### src/design/assert_macros.svh
// Assertion macros shared by the design files of the usage set change detector.
// Stand-alone header; each macro checks on the rising clock edge outside of reset.
`ifndef ASSERT_MACROS_SVH
`define ASSERT_MACROS_SVH

// Same-cycle implication: when the antecedent holds, the consequent holds too.
`define ASSERT_IMPL(lbl, clk, rst_n, ante, cons, msg) \
    lbl: assert property (@(posedge clk) disable iff (!(rst_n)) (ante) |-> (cons)) \
        else $error(msg);

// Next-cycle implication: when the antecedent holds, the consequent holds in the next cycle.
`define ASSERT_NEXT(lbl, clk, rst_n, ante, cons, msg) \
    lbl: assert property (@(posedge clk) disable iff (!(rst_n)) (ante) |=> (cons)) \
        else $error(msg);

`endif

### src/design/uscd_pkg.sv
// Package for the usage set change detector: sizes, constants and the record
// types passed between the modules. It depends on nothing else.
package uscd_pkg;

    localparam int SLOT_COUNT   = 3;   // entries of the held set, 1 to 8
    localparam int OUT_SLOTS    = 3;   // usage fields in a request and in a result
    localparam int CODE_W       = 16;
    localparam int LEN_W        = 7;
    localparam int OUT_CNT_W    = 2;
    localparam int CNT_W        = $clog2(SLOT_COUNT + 1);
    localparam int REPORT_BYTES = 8;   // shortest report that is accepted

    localparam int IN_DATA_W  = OUT_SLOTS * CODE_W + LEN_W;
    localparam int IN_TDATA_W = ((IN_DATA_W + 7) / 8) * 8;
    localparam int OUT_DATA_W = 2 * (OUT_CNT_W + OUT_SLOTS * CODE_W);
    localparam int OUT_TDATA_W = ((OUT_DATA_W + 7) / 8) * 8;

    typedef logic [CODE_W-1:0] t_code;
    typedef logic [SLOT_COUNT-1:0][CODE_W-1:0] t_held;
    typedef logic [CNT_W-1:0] t_cnt;

    typedef struct packed {
        logic [LEN_W-1:0]                 length;
        logic [OUT_SLOTS-1:0][CODE_W-1:0] usage;
    } t_report;

    typedef struct packed {
        logic                             error_flag;
        logic [OUT_CNT_W-1:0]             press_total;
        logic [OUT_SLOTS-1:0][CODE_W-1:0] pressed;
        logic [OUT_CNT_W-1:0]             release_total;
        logic [OUT_SLOTS-1:0][CODE_W-1:0] released;
    } t_result;

endpackage

### src/design/uscd_diff.sv
// Combinational set compare for one report against the held set.
// Depends on uscd_pkg for sizes and the report and result records.
module uscd_diff (
    input  uscd_pkg::t_report i_report,
    input  uscd_pkg::t_held   i_held,
    output uscd_pkg::t_result o_result,
    output uscd_pkg::t_held   o_next_held
);

    uscd_pkg::t_code [uscd_pkg::SLOT_COUNT-1:0] w_code;
    logic [uscd_pkg::SLOT_COUNT-1:0]            w_keep;
    logic [uscd_pkg::SLOT_COUNT-1:0]            w_new;
    logic [uscd_pkg::SLOT_COUNT-1:0]            w_gone;
    uscd_pkg::t_cnt [uscd_pkg::SLOT_COUNT-1:0]  w_keep_rank;
    uscd_pkg::t_cnt [uscd_pkg::SLOT_COUNT-1:0]  w_new_rank;
    uscd_pkg::t_cnt [uscd_pkg::SLOT_COUNT-1:0]  w_gone_rank;
    uscd_pkg::t_cnt                             w_keep_cnt;
    uscd_pkg::t_cnt                             w_new_cnt;
    uscd_pkg::t_cnt                             w_gone_cnt;
    uscd_pkg::t_held                            w_fresh;
    uscd_pkg::t_held                            w_pressed;
    uscd_pkg::t_held                            w_released;
    logic                                       w_short;

    assign w_short = i_report.length < uscd_pkg::LEN_W'(uscd_pkg::REPORT_BYTES);

    // Slots beyond the report's usage fields read as empty.
    always_comb begin
        for (int i = 0; i < uscd_pkg::SLOT_COUNT; i++) begin
            w_code[i] = '0;
            if (i < uscd_pkg::OUT_SLOTS) begin
                w_code[i] = i_report.usage[i];
            end
        end
    end

    // A code is kept when it is nonzero and no earlier slot carries it. A kept
    // code is newly pressed when the held set lacks it. A held code is released
    // when no slot of the report carries it.
    always_comb begin
        for (int i = 0; i < uscd_pkg::SLOT_COUNT; i++) begin
            w_keep[i] = (w_code[i] != '0);
            for (int j = 0; j < i; j++) begin
                if (w_code[j] == w_code[i]) begin
                    w_keep[i] = 1'b0;
                end
            end
            w_new[i] = w_keep[i];
            for (int j = 0; j < uscd_pkg::SLOT_COUNT; j++) begin
                if (i_held[j] == w_code[i]) begin
                    w_new[i] = 1'b0;
                end
            end
            w_gone[i] = (i_held[i] != '0);
            for (int j = 0; j < uscd_pkg::SLOT_COUNT; j++) begin
                if (w_code[j] == i_held[i]) begin
                    w_gone[i] = 1'b0;
                end
            end
        end
    end

    // Running ranks give each surviving entry its packed position.
    always_comb begin
        w_keep_cnt = '0;
        w_new_cnt  = '0;
        w_gone_cnt = '0;
        for (int i = 0; i < uscd_pkg::SLOT_COUNT; i++) begin
            w_keep_rank[i] = w_keep_cnt;
            w_new_rank[i]  = w_new_cnt;
            w_gone_rank[i] = w_gone_cnt;
            w_keep_cnt = w_keep_cnt + uscd_pkg::CNT_W'(w_keep[i]);
            w_new_cnt  = w_new_cnt + uscd_pkg::CNT_W'(w_new[i]);
            w_gone_cnt = w_gone_cnt + uscd_pkg::CNT_W'(w_gone[i]);
        end
    end

    always_comb begin
        w_fresh    = '0;
        w_pressed  = '0;
        w_released = '0;
        for (int k = 0; k < uscd_pkg::SLOT_COUNT; k++) begin
            for (int i = 0; i < uscd_pkg::SLOT_COUNT; i++) begin
                if (w_keep[i] && (w_keep_rank[i] == uscd_pkg::CNT_W'(k))) begin
                    w_fresh[k] = w_code[i];
                end
                if (w_new[i] && (w_new_rank[i] == uscd_pkg::CNT_W'(k))) begin
                    w_pressed[k] = w_code[i];
                end
                if (w_gone[i] && (w_gone_rank[i] == uscd_pkg::CNT_W'(k))) begin
                    w_released[k] = i_held[i];
                end
            end
        end
    end

    always_comb begin
        o_result    = '0;
        o_next_held = i_held;
        if (w_short) begin
            o_result.error_flag = 1'b1;
        end else begin
            o_next_held = w_fresh;
            if (int'(w_new_cnt) > uscd_pkg::OUT_SLOTS) begin
                o_result.press_total = uscd_pkg::OUT_CNT_W'(uscd_pkg::OUT_SLOTS);
            end else begin
                o_result.press_total = uscd_pkg::OUT_CNT_W'(w_new_cnt);
            end
            if (int'(w_gone_cnt) > uscd_pkg::OUT_SLOTS) begin
                o_result.release_total = uscd_pkg::OUT_CNT_W'(uscd_pkg::OUT_SLOTS);
            end else begin
                o_result.release_total = uscd_pkg::OUT_CNT_W'(w_gone_cnt);
            end
            for (int k = 0; k < uscd_pkg::OUT_SLOTS; k++) begin
                if (k < uscd_pkg::SLOT_COUNT) begin
                    o_result.pressed[k]  = w_pressed[k];
                    o_result.released[k] = w_released[k];
                end
            end
        end
    end

endmodule

### src/design/usage_set_change_detector.sv
// Top level of the usage set change detector: input register, set compare and
// result register. Depends on uscd_pkg, uscd_diff and assert_macros.svh.
//
// Each request is one keyboard-style report reduced to its three 16-bit usage
// codes and its byte length. The block drops empty (zero) codes and repeats,
// compares the remaining set with the set held from the previous good report,
// and returns one result per request: the newly pressed codes in report order,
// the released codes in held-slot order, a count for each list, and an error
// flag. A report shorter than eight bytes returns the error flag with zero
// counts and codes and leaves the held set as it was. Unused list entries are
// zero. Reset empties the held set. The block takes one request per clock
// cycle for as long as results are taken; each request passes through the
// input register and then the result register. The held set is updated as
// a request passes from the input register into the result register, so a
// request accepted in the very next cycle already compares against the
// updated set. A stalled result holds the result register, and the input
// register can still take one more request before the slave side stalls in
// turn.
`include "assert_macros.svh"

module usage_set_change_detector (
    input  logic                                 i_clk,
    input  logic                                 i_rst_n,
    input  logic                                 s_axis_tvalid,
    output logic                                 s_axis_tready,
    // Fields from bit 0 up: usage_first[15:0], usage_second[31:16],
    // usage_third[47:32], report_length[54:48], zero fill [55].
    input  logic [uscd_pkg::IN_TDATA_W-1:0]      s_axis_tdata,
    output logic                                 m_axis_tvalid,
    input  logic                                 m_axis_tready,
    // Fields from bit 0 up: press_total[1:0], pressed_first[17:2],
    // pressed_second[33:18], pressed_third[49:34], release_total[51:50],
    // released_first[67:52], released_second[83:68], released_third[99:84],
    // zero fill [103:100].
    output logic [uscd_pkg::OUT_TDATA_W-1:0]     m_axis_tdata,
    // Fields from bit 0 up: error_flag[0].
    output logic                                 m_axis_tuser
);

    logic                r_in_valid;
    uscd_pkg::t_report   r_in;
    uscd_pkg::t_report   w_in;
    logic                r_out_valid;
    uscd_pkg::t_result   r_out;
    uscd_pkg::t_result   w_result;
    uscd_pkg::t_held     r_held;
    uscd_pkg::t_held     w_next_held;
    logic                w_accept;
    logic                w_advance;

    // Unpack the request: usage codes low, length above them.
    always_comb begin
        for (int i = 0; i < uscd_pkg::OUT_SLOTS; i++) begin
            w_in.usage[i] = s_axis_tdata[i*uscd_pkg::CODE_W +: uscd_pkg::CODE_W];
        end
        w_in.length = s_axis_tdata[uscd_pkg::OUT_SLOTS*uscd_pkg::CODE_W +: uscd_pkg::LEN_W];
    end

    // The input register moves on whenever the result register is empty or
    // being emptied in this cycle.
    assign w_advance     = r_in_valid && (!r_out_valid || m_axis_tready);
    assign s_axis_tready = !r_in_valid || w_advance;
    assign w_accept      = s_axis_tvalid && s_axis_tready;

    uscd_diff u_diff (
        .i_report    (r_in),
        .i_held      (r_held),
        .o_result    (w_result),
        .o_next_held (w_next_held)
    );

    always_ff @(posedge i_clk) begin
        if (!i_rst_n) begin
            r_in_valid  <= 1'b0;
            r_out_valid <= 1'b0;
            r_held      <= '0;
        end else begin
            if (w_accept) begin
                r_in_valid <= 1'b1;
            end else if (w_advance) begin
                r_in_valid <= 1'b0;
            end
            if (w_advance) begin
                r_out_valid <= 1'b1;
                r_held      <= w_next_held;
            end else if (m_axis_tready) begin
                r_out_valid <= 1'b0;
            end
        end
    end

    // Payload registers carry no reset.
    always_ff @(posedge i_clk) begin
        if (w_accept) begin
            r_in <= w_in;
        end
        if (w_advance) begin
            r_out <= w_result;
        end
    end

    // Pack the result; the error flag goes out on the user sideband.
    always_comb begin
        m_axis_tdata = '0;
        m_axis_tdata[uscd_pkg::OUT_DATA_W-1:0] = {r_out.released, r_out.release_total,
                                                 r_out.pressed, r_out.press_total};
    end
    assign m_axis_tuser  = r_out.error_flag;
    assign m_axis_tvalid = r_out_valid;

    // An error result never reports pressed or released codes.
    `ASSERT_IMPL(a_error_zero_counts, i_clk, i_rst_n,
        m_axis_tvalid && m_axis_tuser,
        (r_out.press_total == '0) && (r_out.release_total == '0),
        "error result carries nonzero counts")
    // A short report passing into the result register leaves the held set alone.
    `ASSERT_NEXT(a_short_keeps_held, i_clk, i_rst_n,
        w_advance && (r_in.length < uscd_pkg::LEN_W'(uscd_pkg::REPORT_BYTES)),
        $stable(r_held),
        "short report changed the held set")
    // An empty result register never stalls the slave side.
    `ASSERT_IMPL(a_ready_when_empty, i_clk, i_rst_n,
        !r_out_valid,
        s_axis_tready,
        "slave side stalled with an empty result register")
    // The held set only changes when a request passes the compare stage.
    `ASSERT_NEXT(a_held_moves_on_advance, i_clk, i_rst_n,
        !w_advance,
        $stable(r_held),
        "held set changed without a request passing")

endmodule

### config.mk
export PLATFORM = sky130hd
export DESIGN_NAME = usage_set_change_detector
export DESIGN_NICKNAME = d
export VERILOG_FILES = /design/src/design/uscd_pkg.sv /design/src/design/uscd_diff.sv /design/src/design/usage_set_change_detector.sv
export VERILOG_INCLUDE_DIRS = /design/src /design/src/design
export SDC_FILE = /design/constraint.sdc
export NUM_CORES = 1
export LEC_CHECK = 0
export BUFFER_PORTS_ARGS = -buffer_cell sky130_fd_sc_hd__buf_2
export CAP_MARGIN = 20
export CORE_MARGIN = 5
export CORE_UTILIZATION = 55
export CTS_CLUSTER_DIAMETER = 50
export DETAILED_ROUTE_END_ITERATION = 7
export GPL_TIMING_DRIVEN = 0
export PLACE_DENSITY_LB_ADDON = 0.2
export SYNTH_ARGS = -nofsm -noshare
export SYNTH_HDL_FRONTEND = slang
export SYNTH_SLANG_ARGS = --single-unit
### constraint.sdc
create_clock -name i_clk -period 8.83 [get_ports i_clk]
set_clock_uncertainty 0.15 [all_clocks]
set_input_delay 0.883 -clock i_clk [delete_from_list [all_inputs] [get_ports i_clk]]
set_output_delay 0.883 -clock i_clk [all_outputs]
set_load 0.02 [all_outputs]
Yosys cells after proc, flatten, opt, wreduce, memory -nomap -nowiden
Index checks and enable logic that the tools add are counted.
{"block": "word_totals", "in_bits": 60, "register_bits": 206, "output_inout_bits": 107}
{"block": "op_classes", "mux": 42, "eq_ne": 27, "n_addsub": 5, "n_reduce_logical": 38, "magnitude_cmp": 1, "bitwise": 3}
{"op": "16-bit equality test", "n": 21}
{"op": "16-bit 2-to-1 mux", "n": 16}
{"op": "16-bit nonzero test", "n": 6}
{"op": "1-bit 2-to-1 mux", "n": 26}
{"op": "1-bit logical AND", "n": 17}
{"op": "2-bit zero test", "n": 6}
{"op": "7-bit by 4-bit < comparator with 1-bit output, second input constant", "n": 1}
{"op": "1-bit by 1-bit adder with 2-bit output", "n": 3}
{"op": "2-bit by 1-bit equality test with 1-bit output, second input constant", "n": 3}
{"op": "2-bit equality test, second input constant", "n": 3}
{"op": "2-bit by 1-bit adder with 2-bit output", "n": 2}
{"op": "2-bit nonzero test", "n": 2}
{"op": "2-bit OR reduction", "n": 2}
{"op": "1-bit NOT", "n": 3}
{"op": "1-bit zero test", "n": 2}
{"op": "1-bit logical OR", "n": 2}
{"op": "2-bit AND reduction", "n": 1}

Logic depth before layout (Yosys ltp)
{"block": "logic_depth", "ltp_word": 10, "depth_mapped": 14}

Cells and area by module
A second synthesis with hierarchy kept.
{"block": "hier_totals", "hier_cells": 1186, "area_unflattened_um2": 12401.9}
{"mod": "usage_set_change_detector", "instances": 1, "cells_each": 379, "area_each_um2": 6718.9}
{"mod": "uscd_diff", "instances": 1, "cells_each": 807, "area_each_um2": 5683.0}

Worst setup path after synthesis
OpenSTA, ideal clock, no wires.
{"block": "synth_timing", "path_kind": "in2reg", "from": "input port m_axis_tready", "to": "register r_held[0] in the netlist's numbering", "cell_stages": 7, "t_required_ns": 8.542, "slack_ns": 1.815, "n_path_buf": 3, "setup_time_ns": 0.138, "t_arrival_ns": 6.727, "cell_sequence": "nor2b_1 nor2b_1 and2_1 clkbuf_1 buf_2 clkbuf_1 o221ai_1"}
{"block": "synth_between", "elab_chain_len": 3}
{"item": "from (decl)", "line_no": "usage_set_change_detector.sv:30", "text": "input logic m_axis_tready,"}
{"item": "1-bit logical OR", "line_no": "usage_set_change_detector.sv:61", "text": "assign w_advance = r_in_valid && (!r_out_valid || m_axis_tready);"}
{"item": "1-bit logical AND", "line_no": "usage_set_change_detector.sv:61"}
{"item": "via w_advance", "line_no": "usage_set_change_detector.sv:49", "text": "logic w_advance;"}
{"item": "2-bit AND reduction (no line)"}
{"item": "to (signal assigned)", "line_no": "usage_set_change_detector.sv:85", "text": "r_held <= w_next_held;"}
{"item": "to (decl)", "line_no": "usage_set_change_detector.sv:46", "text": "uscd_pkg::t_held r_held;"}
The timed path passes the listed nets, and every way through them passes these cells.
A chain may end at the register's enable or synchronous reset.

Final worst setup path
{"block": "layout_timing", "from": "register r_in[38] in the netlist's numbering", "to": "register r_out, in the netlist m_axis_tdata[57] (data pin)"}
{"block": "layout_between", "elab_chain_len": 6, "elab_cells_between_ends": 14, "cone_classes": "1 x add/sub; 3 x eq/ne; 6 x mux; 4 x reduce/logical"}
{"item": "from (decl)", "line_no": "usage_set_change_detector.sv:41", "text": "uscd_pkg::t_report r_in;"}
{"item": "from (signal assigned)", "line_no": "usage_set_change_detector.sv:95", "text": "r_in <= w_in;"}
{"item": "16-bit equality test", "line_no": "uscd_diff.sv:56", "text": "if (w_code[j] == i_held[i]) begin"}
{"item": "1-bit 2-to-1 mux", "line_no": "uscd_diff.sv:56"}
{"item": "1-bit by 1-bit adder with 2-bit output / 2-bit zero test (equally long branches)", "line_no": "uscd_diff.sv:74, uscd_diff.sv:90"}
{"item": "2-bit zero test / 1-bit logical AND (equally long branches)", "line_no": "uscd_diff.sv:90", "text": "if (w_gone[i] && (w_gone_rank[i] == uscd_pkg::CNT_W'(k))) begin"}
{"item": "1-bit logical AND / 16-bit 2-to-1 mux (equally long branches)", "line_no": "uscd_diff.sv:90"}
{"item": "16-bit 2-to-1 mux *", "line_no": "uscd_diff.sv:90"}
{"item": "to (signal assigned)", "line_no": "usage_set_change_detector.sv:98", "text": "r_out <= w_result;"}
{"item": "to (decl)", "line_no": "usage_set_change_detector.sv:44", "text": "uscd_pkg::t_result r_out;"}
Every way passes the cells marked *; elsewhere a longest branch is shown, timed or not.

==> results.sh <==
export IMPL_status="complete, no violations"
export IMPL_nNetsFinal=1439
export IMPL_maxSlewViolCount=0
export IMPL_grt_pass1_wl_microns=57370
export IMPL_overflow=0
export IMPL_cp_arrival_ns=4.42
export IMPL_viasPerCell=6.264
export IMPL_most_common_layout_cells="buf_2, edfxtp_1, xor2_1"
export IMPL_firstDrtPassIters=6
export IMPL_yosys_warnings=0
export IMPL_ys_types=54
export IMPL_crit_fanout=10
export IMPL_hold_ws_ns=0.3639
export IMPL_async_reset_ff_frac=0
export IMPL_die_area_sq_um=25010
export IMPL_grt_use_total=0.3037
export IMPL_vias=10440
export IMPL_start_kind="flop"
export IMPL_fillerInstances=1774
export IMPL_die_y_microns=158.2
export IMPL_register_area_sq_um=5595
export IMPL_io_buffers=157
export IMPL_fmax_mhz=237.1
export IMPL_multiInputGateArea_sq_um=5564
export IMPL_postRouteAntennaNets=0
export IMPL_wl_microns=39100
export IMPL_clk_path_buf_depth=3
export IMPL_core_region_area_sq_um=21690
export IMPL_synth_edf_count=153
export IMPL_num_rows=54
export IMPL_die_w_microns=158.2
export IMPL_first_global_vias=9836
export IMPL_synth_area_sq_um=12070
export IMPL_setup_viol=0
export IMPL_ioPinCount=167
export IMPL_ys_seq_area_frac=0.4635
export IMPL_drive_above_1_share=0.2439
export IMPL_tns_ns=0
export IMPL_cts_hold_fix_buffers=0
export IMPL_ctsResizeCount=0
export IMPL_root_buffer="clkbuf_16"
export IMPL_clock_sinks=203
export IMPL_final_common_cell="buf_2"
export IMPL_grt_setup_unrepaired="false"
export IMPL_finalHoldViolCount=0
export IMPL_max_slew_margin_rel=0.3518
export IMPL_h_tree_depth=1
export IMPL_crit_required_ns=9.03
export IMPL_finalCriticalPeriod_ns=4.217
export IMPL_drtIter0Drc=1291
export IMPL_p_per_area_nw_per_um2=184.8
export IMPL_reg2regPathDepth=14
export IMPL_tritoncts="done"
export IMPL_worstMarginPinSlew_ns=0.9702
export IMPL_syn_to_final_growth_pct=17.04
export IMPL_initial_core_util=0.5566
export IMPL_drcViolationCount=0
export IMPL_hold_class="input pin to flop"
export IMPL_synth_seq_cells=203
export IMPL_finalPower_mw=2.611
export IMPL_ir_drop_mv=0.1805
export IMPL_min_path_cells=1
export IMPL_clock_latency_ns=0.54
export IMPL_cts_clk_slew_worst_paths_ns=0.06
export IMPL_post_cts_buffers=0
export IMPL_wl_per_cell_microns=23.47
export IMPL_min_period_over_period=0.4776
export IMPL_synth_flop_cell="edfxtp_1"
export IMPL_dp_hpwl_microns=25920
export IMPL_critical_path_class="flop to flop"
export IMPL_routabilityCongestion=1.004
export IMPL_syn_avg_cell_area_sq_um=10.26
export IMPL_power_leakage_nw=5.785
export IMPL_endpoint_kind="flop"
export IMPL_cts_buffers=26
export IMPL_synth_cells=1176
export IMPL_antenna_found_initial=0
export IMPL_n_antenna_cell=0
export IMPL_cap_violations=0
export IMPL_grt_max_degree=45
## report_power, final
group	switching [mW]	internal [mW]	leakage [nW]
clock	0.415	0.614	0.410
sequential	0.0153	1.09	1.89
combinational	0.310	0.167	3.49
## worst max-delay path: stages (launching register included)
cell,delay (ns)
edfxtp_1,0.42
buf_2,0.44
xor2_1,0.18
nor4_1,0.07
nand4_1,0.23
nand2_1,0.09
nor3_1,0.58
inv_1,0.15
ha_1,0.22
buf_1,0.21
nand2b_1,0.23
nor4b_4,0.41
buf_2,0.30
a22oi_1,0.11
a21oi_1,0.25
## through the flow
| stage | cell area (sq um) | std cells | setup WS (ns) | utilization |
|---|---|---|---|---|
| CTS | 14130 | 1666 | 4.809 | 0.6514 |
| global route | 14130 | 1666 | 4.526 | 0.6514 |
| floorplan | 12080 | 1179 | 1.815 | - |
| finish | 14130 | 1666 | 4.613 | 0.6514 |
| detailed placement | 13290 | 1619 | 4.850 | 0.6127 |
| global placement | 13220 | 1616 | -0.2691 | 0.6095 |
## area by class of cell
class                           count  area share
Timing Repair Buffer              160     0.05987
Tap cell                          280     0.02480
Clock buffer                       32     0.04835
Inverter                            7    0.001860
Sequential cell                   203      0.3960
Clock inverter                     15     0.01116
Multi-Input combinational cell    798      0.3938
Buffer                            171     0.06412
## worst paths after layout
kind,end,slack [ns],startpoint
setup / recovery,m_axis_tdata[57]$_SDFFCE_PP0P_,4.61,r_in[38]$_DFFE_PP_
hold / removal,r_in[25]$_DFFE_PP_,0.36,s_axis_tdata[25]
setup reg to reg,m_axis_tdata[57]$_SDFFCE_PP0P_,4.61,r_in[38]$_DFFE_PP_
hold reg to reg,m_axis_tvalid$_SDFFE_PN0P_,0.40,r_in_valid$_SDFFE_PN0P_
## metal layers
metal  up-vias  share of wire  global-route usage  routed length [microns]
met4         0          0.078              0.1820                     3068
met5         -              0                   0                        0
met3       234           0.13             0.07408                     5062
li1       4584              -                   -                        -
met2       849           0.42              0.4507                    16520
met1      4768           0.37              0.4034                    14450
## cells in the mapped netlist, drive strengths merged (4+ instances only)
cell | count | area share
a21boi | 16 | 0.0099
and2 | 39 | 0.021
nor4b | 4 | 0.0064
a31oi | 32 | 0.017
o21ai | 32 | 0.013
ha | 10 | 0.010
buf | 122 | 0.060
dfxtp | 50 | 0.083
xnor2 | 80 | 0.058
nand3b | 32 | 0.020
mux2i | 16 | 0.013
nand4 | 48 | 0.025
o2111ai | 16 | 0.012
nand3 | 33 | 0.014
clkbuf | 49 | 0.015
inv | 7 | 0.0022
nand2 | 86 | 0.027
a21oi | 33 | 0.014
nand2b | 33 | 0.017
a22oi | 16 | 0.010
edfxtp | 153 | 0.38
nor4 | 57 | 0.033
o221ai | 16 | 0.012
xor2 | 112 | 0.081
nor2b | 18 | 0.0093
nor2 | 32 | 0.010
a41o | 16 | 0.014
## logic make-up after synthesis
logic type	share of synthesized area
compound gates	0.1008
xor+xnor	0.1393
fa+ha+maj	0.01368
buf+inv	0.07722
flops	0.4635
mux	0.01327
other cells	0.0003106
simple gates	0.1919
## state kept, by name, summed over array words and instances (netlist names)
name	cells
m_axis_tdata	100
r_in	52
r_held	48
m_axis_tuser	1
m_axis_tvalid	1
r_in_valid	1
Note: power is estimated with default switching activity, not from simulation.
